`config.mk`:
```
export PLATFORM = sky130hd
export DESIGN_NAME = kvc_result
export DESIGN_NICKNAME = d
export VERILOG_FILES = /design/src/sv/kvc_pkg.sv /design/src/sv/kvc_result.sv
export SDC_FILE = /design/constraint.sdc
export NUM_CORES = 1
export LEC_CHECK = 0
export BUFFER_PORTS_ARGS = -buffer_cell sky130_fd_sc_hd__clkbuf_2
export CELL_PAD_IN_SITES_DETAIL_PLACEMENT = 0
export CELL_PAD_IN_SITES_GLOBAL_PLACEMENT = 1
export CORE_ASPECT_RATIO = 1.25
export CORE_MARGIN = 3
export CORE_UTILIZATION = 25
export CTS_CLUSTER_DIAMETER = 30
export DETAILED_ROUTE_END_ITERATION = 6
export HOLD_SLACK_MARGIN = 0.08
export PLACE_DENSITY = 0.65
export SLEW_MARGIN = 20
export SYNTH_ARGS = -nofsm -noshare
export SYNTH_HDL_FRONTEND = slang
export SYNTH_SLANG_ARGS = --single-unit
```
`constraint.sdc`:
```
create_clock -name clk -period 12.55 [get_ports clk]
set_clock_uncertainty 0.1 [all_clocks]
set_input_delay 2.51 -clock clk [delete_from_list [all_inputs] [get_ports clk]]
set_output_delay 2.51 -clock clk [all_outputs]
set_load 0.01 [all_outputs]
```
`src/sv/kvc_pkg.sv`:
```
// Constants, types and the byte-wise CRC-32 step for the record checker.
package kvc_pkg;

  localparam int MAX_RECORD_BYTES = 4096;
  localparam int HEADER_BYTES     = 12;
  localparam int COUNT_W          = $clog2(MAX_RECORD_BYTES + 2);

  localparam logic [COUNT_W-1:0] COUNT_CAP  = COUNT_W'(MAX_RECORD_BYTES + 1);
  localparam logic [COUNT_W-1:0] COUNT_MAX  = COUNT_W'(MAX_RECORD_BYTES);
  localparam logic [COUNT_W-1:0] COUNT_HDR  = COUNT_W'(HEADER_BYTES);

  localparam logic [31:0] CRC_POLY = 32'hEDB8_8320;
  localparam logic [31:0] CRC_INIT = 32'hFFFF_FFFF;

  // Result field widths
  localparam int STATUS_W  = 2;
  localparam int KEY_LEN_W = 12;
  localparam int VAL_LEN_W = 12;
  localparam int KEY_OFS_W = 4;
  localparam int VAL_OFS_W = 13;
  localparam int RESULT_W  = STATUS_W + KEY_LEN_W + VAL_LEN_W + KEY_OFS_W + VAL_OFS_W;
  localparam int OUT_TDATA_W = ((RESULT_W + 7) / 8) * 8;

  // Status codes
  localparam logic [STATUS_W-1:0] STATUS_OK        = 2'd0;
  localparam logic [STATUS_W-1:0] STATUS_SHORT     = 2'd1;
  localparam logic [STATUS_W-1:0] STATUS_LEN_ERR   = 2'd2;
  localparam logic [STATUS_W-1:0] STATUS_CRC_ERR   = 2'd3;

  // Record state after the current byte
  typedef struct packed {
    logic [31:0]        key_length;
    logic [31:0]        value_length;
    logic [31:0]        expected_crc;
    logic [31:0]        crc;
    logic [COUNT_W-1:0] byte_count;
  } rec_state_t;

  // One result item
  typedef struct packed {
    logic [VAL_OFS_W-1:0] value_offset;
    logic [KEY_OFS_W-1:0] key_offset;
    logic [VAL_LEN_W-1:0] value_length;
    logic [KEY_LEN_W-1:0] key_length;
    logic [STATUS_W-1:0]  status;
  } result_t;

  // Reflected CRC-32 update by one byte
  function automatic logic [31:0] crc32_byte(input logic [31:0] crc_in,
                                             input logic [7:0]  data);
    logic [31:0] c;
    c = crc_in ^ {24'd0, data};
    for (int i = 0; i < 8; i++) begin
      c = c[0] ? ((c >> 1) ^ CRC_POLY) : (c >> 1);
    end
    return c;
  endfunction

endpackage

```
`src/sv/kvc_result.sv`:
```
// Record checks and the result register.
module kvc_result
  import kvc_pkg::*;
(
  input  logic       clk,
  input  logic       rst,
  input  logic       load,
  input  rec_state_t rec,
  input  logic       m_tready,
  output logic       m_tvalid,
  output result_t    result
);

  logic [33:0] total;
  logic [31:0] val_ofs_sum;
  logic        too_short;
  logic        len_bad;
  logic        crc_bad;
  result_t     result_next;

  // Compare header lengths and CRC against what arrived
  assign total       = 34'(HEADER_BYTES) + {2'b00, rec.key_length} + {2'b00, rec.value_length};
  assign val_ofs_sum = rec.key_length + 32'(HEADER_BYTES);
  assign too_short   = rec.byte_count < COUNT_HDR;
  assign len_bad     = (rec.byte_count > COUNT_MAX) || (total != 34'(rec.byte_count));
  assign crc_bad     = (~rec.crc) != rec.expected_crc;

  always_comb begin
    result_next = '0;
    if (too_short) begin
      result_next.status = STATUS_SHORT;
    end else if (len_bad) begin
      result_next.status = STATUS_LEN_ERR;
    end else if (crc_bad) begin
      result_next.status = STATUS_CRC_ERR;
    end else begin
      result_next.status       = STATUS_OK;
      result_next.key_length   = rec.key_length[KEY_LEN_W-1:0];
      result_next.value_length = rec.value_length[VAL_LEN_W-1:0];
      result_next.key_offset   = KEY_OFS_W'(HEADER_BYTES);
      result_next.value_offset = val_ofs_sum[VAL_OFS_W-1:0];
    end
  end

  // Hold the result until the transaction completes
  always_ff @(posedge clk) begin
    if (rst) begin
      m_tvalid <= 1'b0;
    end else if (load) begin
      m_tvalid <= 1'b1;
    end else if (m_tready) begin
      m_tvalid <= 1'b0;
    end
  end

  always_ff @(posedge clk) begin
    if (load) begin
      result <= result_next;
    end
  end

endmodule

```
==> results.cfg <==
[timing]
setup-violations-final = 0
hold_violations = 0
fin_crit_ns = 6.70
finalCritPeriodShare_pct = 53.3
slew_headroom_pct = 29.7
fin_setup_tns_ns = 0
finalMaxSlewViolations = 0
fmax_ghz = 0.149
worstMarginPinSlew_ns = 1.05
rsz0062_at_grt = no

[logic_synthesis]
synth.distinct_cells = 62
synth_area_per_cell_um2 = 8.72
async_flop_share_pct = 0
netlist_instances = 541
muxShareOfSynthArea_pct = 0.636
synth_compound_area_share_pct = 18.6
ys_ff_latch = 39
synth_top_family_by_area = simple AND/OR/NAND/NOR gates
ys_seq_area_share_pct = 24.6
yosysWarnings = 0
netlist_area_um2 = 4720
ys.flop_type = edfxtp_1
synth-xor-area-share_pct = 12.4
synthAdderAreaFrac_pct = 17.4
synth-edff-count = 38
synth-simple-area-share_pct = 20.7

[pwr]
p_per_area_nw_per_um2 = 88.9
max-vdd-ir-drop_v = 0.0000459
p_int_mw = 0.339
pwr-share-comb_pct = 44.8
clockPowerShare_pct = 26.4
seqPwrFrac_pct = 28.8
p_sw_share_pct = 35.5
leakagePower_nw = 2.76
finalPower_mw = 0.525
power.switching_mw = 0.186

[run]
max-cap-violations = 0

[global_route]
grt_max_degree = 40
grt.total_usage_pct = 14.3
grt_pass1_wl_mm = 23.9
overflow = 0
antenna_found_initial = 0
grt_pass1_vias = 4672

[die]
die_h_um = 160
std_cell_rows = 55
dieArea_um2 = 20600
die_w_um = 129
core_area_um2 = 18300
start_util_pct = 25.8
boundaryPins = 189

[worst_setup_path]
cp-start-kind = primary input
crit_arrival_ns = 6.74
crit_fanout = 37
end_kind = flop
required_ns = 12.59
worst-setup-path-type = primary input to flop
r2r_cells = 2

[final_layout]
areaGrowthSynthToFinish_pct = 25.2
nets = 913
diodes = 0
multi_input_area_um2 = 3310
drive_gt1_share_pct = 29.1
regArea_um2 = 1160
n_fill_cell = 2000
final_cells = 932
fin_util_pct = 32.3
fin_area_um2 = 5910

[clocking]
cts-root-buf = clkbuf_16
cts_buffers = 5
clkLatencyLatePin_ns = 0.28
cts_resized = 0
cts.sinks = 39
cts_tree = yes
htree_levels = 2
clk_pin_slew_worst_paths_ns = 0.06
clk_path_buf_depth = 2
post_cts_buffers = 0
hold_buffers = 0

[place]
place_area_um2 = 5740
hpwl_mm = 13.1
port_buffers = 186
dp.cells = 924
gp_congestion = 0.864

[routing]
antenna_left = 0
drt_iter0_markers = 336
wl_mm = 15.3
routedWlPerCell_um = 16.4
num_vias = 4640
first_pass_iters = 5
drcViolationCount = 0
viasPerCell = 4.98

[run_status]
status = finished clean

[worst_hold_path]
min_path_cells = 2
hold_path_class = flop to flop
[worst paths after layout]
kind	slack [ns]	start	end
max	5.85	rec[78]	result[40]
max reg2reg	11.86	m_tvalid	m_tvalid
min	0.39	m_tvalid	m_tvalid
min reg2reg	0.39	m_tvalid	m_tvalid
[cell usage after synthesis, types with 2 or more instances]
cell type | instances | area, µm²
o211ai_1 | 6 | 45.0
xor2_1 | 15 | 131
inv_1 | 16 | 60.1
and3_1 | 41 | 257
o221ai_1 | 2 | 17.5
a221oi_1 | 2 | 17.5
o21a_1 | 4 | 30.0
a21oi_2 | 2 | 17.5
o21ai_0 | 24 | 120
mux2i_1 | 3 | 30.0
nor3_1 | 5 | 25.0
xnor2_1 | 52 | 455
nor4_1 | 14 | 87.6
edfxtp_1 | 38 | 1140
nor2_1 | 29 | 109
and4_1 | 4 | 35.0
buf_2 | 13 | 65.1
nand2_1 | 45 | 169
a31oi_1 | 7 | 43.8
buf_6 | 6 | 67.6
nand2b_1 | 3 | 18.8
nand3_1 | 12 | 60.1
a211oi_1 | 3 | 22.5
nand4_1 | 17 | 106
buf_4 | 5 | 37.5
or3_1 | 4 | 25.0
a21oi_1 | 44 | 220
a2111oi_0 | 2 | 17.5
ha_1 | 64 | 801
and3b_1 | 3 | 26.3
and2_1 | 2 | 12.5
o21ai_1 | 6 | 30.0
clkbuf_1 | 8 | 30.0
a21o_1 | 7 | 52.6
a22oi_1 | 3 | 22.5
o31a_1 | 2 | 17.5
a211o_1 | 3 | 26.3
[critical path, stage by stage]
cell and delay (ns):
clkbuf_2 0.09, ha_1 0.29, ha_1 0.24, fa_1 0.45, a21oi_2 0.17, o211ai_2 0.17
a21oi_1 0.31, o211ai_1 0.26, or3_1 0.39, a2111o_1 0.38, nor4_2 0.21, and4_1 0.94
and3_1 0.29
[power by group through the flow]
stage	clock, mW	combinational [mW]	sequential (mW)
2_1_floorplan	0	0.153	0.157
4_1_cts	0.143	0.236	0.151
5_1_grt	0.147	0.263	0.152
3_3_place_gp	0	0.236	0.154
3_5_place_dp	0	0.234	0.154
6_report	0.139	0.235	0.151
[state kept, by name, summed over array words and instances (netlist names)]
register  cells
result       38
m_tvalid      1
[final cells by class]
cell class	instances	share of cell area [%]
clock buffer	5	2.12
clock inverter	3	0.657
inverter	16	1.02
multi-input combinational	455	56.0
sequential	39	19.7
tap	228	4.83
timing repair buffer	186	15.8
[cells in the final DEF, fill, tap and decap left out, types with 3 or more instances in the layout]
cell / n
a22oi_1: 3
nand2_1: 45
xor2_1: 15
a211oi_1: 3
ha_1: 64
nand3_1: 11
mux2i_1: 3
nor4_1: 14
clkbuf_2: 186
o211ai_1: 6
o21ai_0: 24
o21a_1: 4
and3_1: 41
o21ai_1: 6
a21o_1: 7
nand2b_1: 3
clkbuf_16: 5
nor3_1: 5
a31oi_1: 7
nand4_1: 17
a211o_1: 3
edfxtp_1: 38
and3b_1: 3
or3_1: 4
inv_1: 16
a21oi_1: 44
nor2_1: 29
and4_1: 4
xnor2_1: 52
[per-stage QoR]
| step | setup WS (ns) | hold slack (ns) |
|---|---|---|
| detailed placement | 5.58 | 0.384 |
| finish | 5.85 | 0.392 |
| global route | 5.54 | 0.437 |
| global placement | 5.56 | 0.372 |
| floorplan | 6.85 | 0.421 |
| CTS | 5.87 | 0.397 |
[cell families after synthesis]
logic type	after synthesis
compound gates	133
simple gates	185
fa+ha+maj	65
buf+inv	48
mux	3
xor+xnor	67
flops	39
other cells	1
[layer usage]
layer / share of wire [%] / global-route usage [%]
met2: 50 / 25.4
met5: 0 / 0
met3: 3.8 / 1.04
met1: 43 / 18.1
met4: 2.7 / 4.87
No activity file was read; power rests on OpenSTA's default activity.
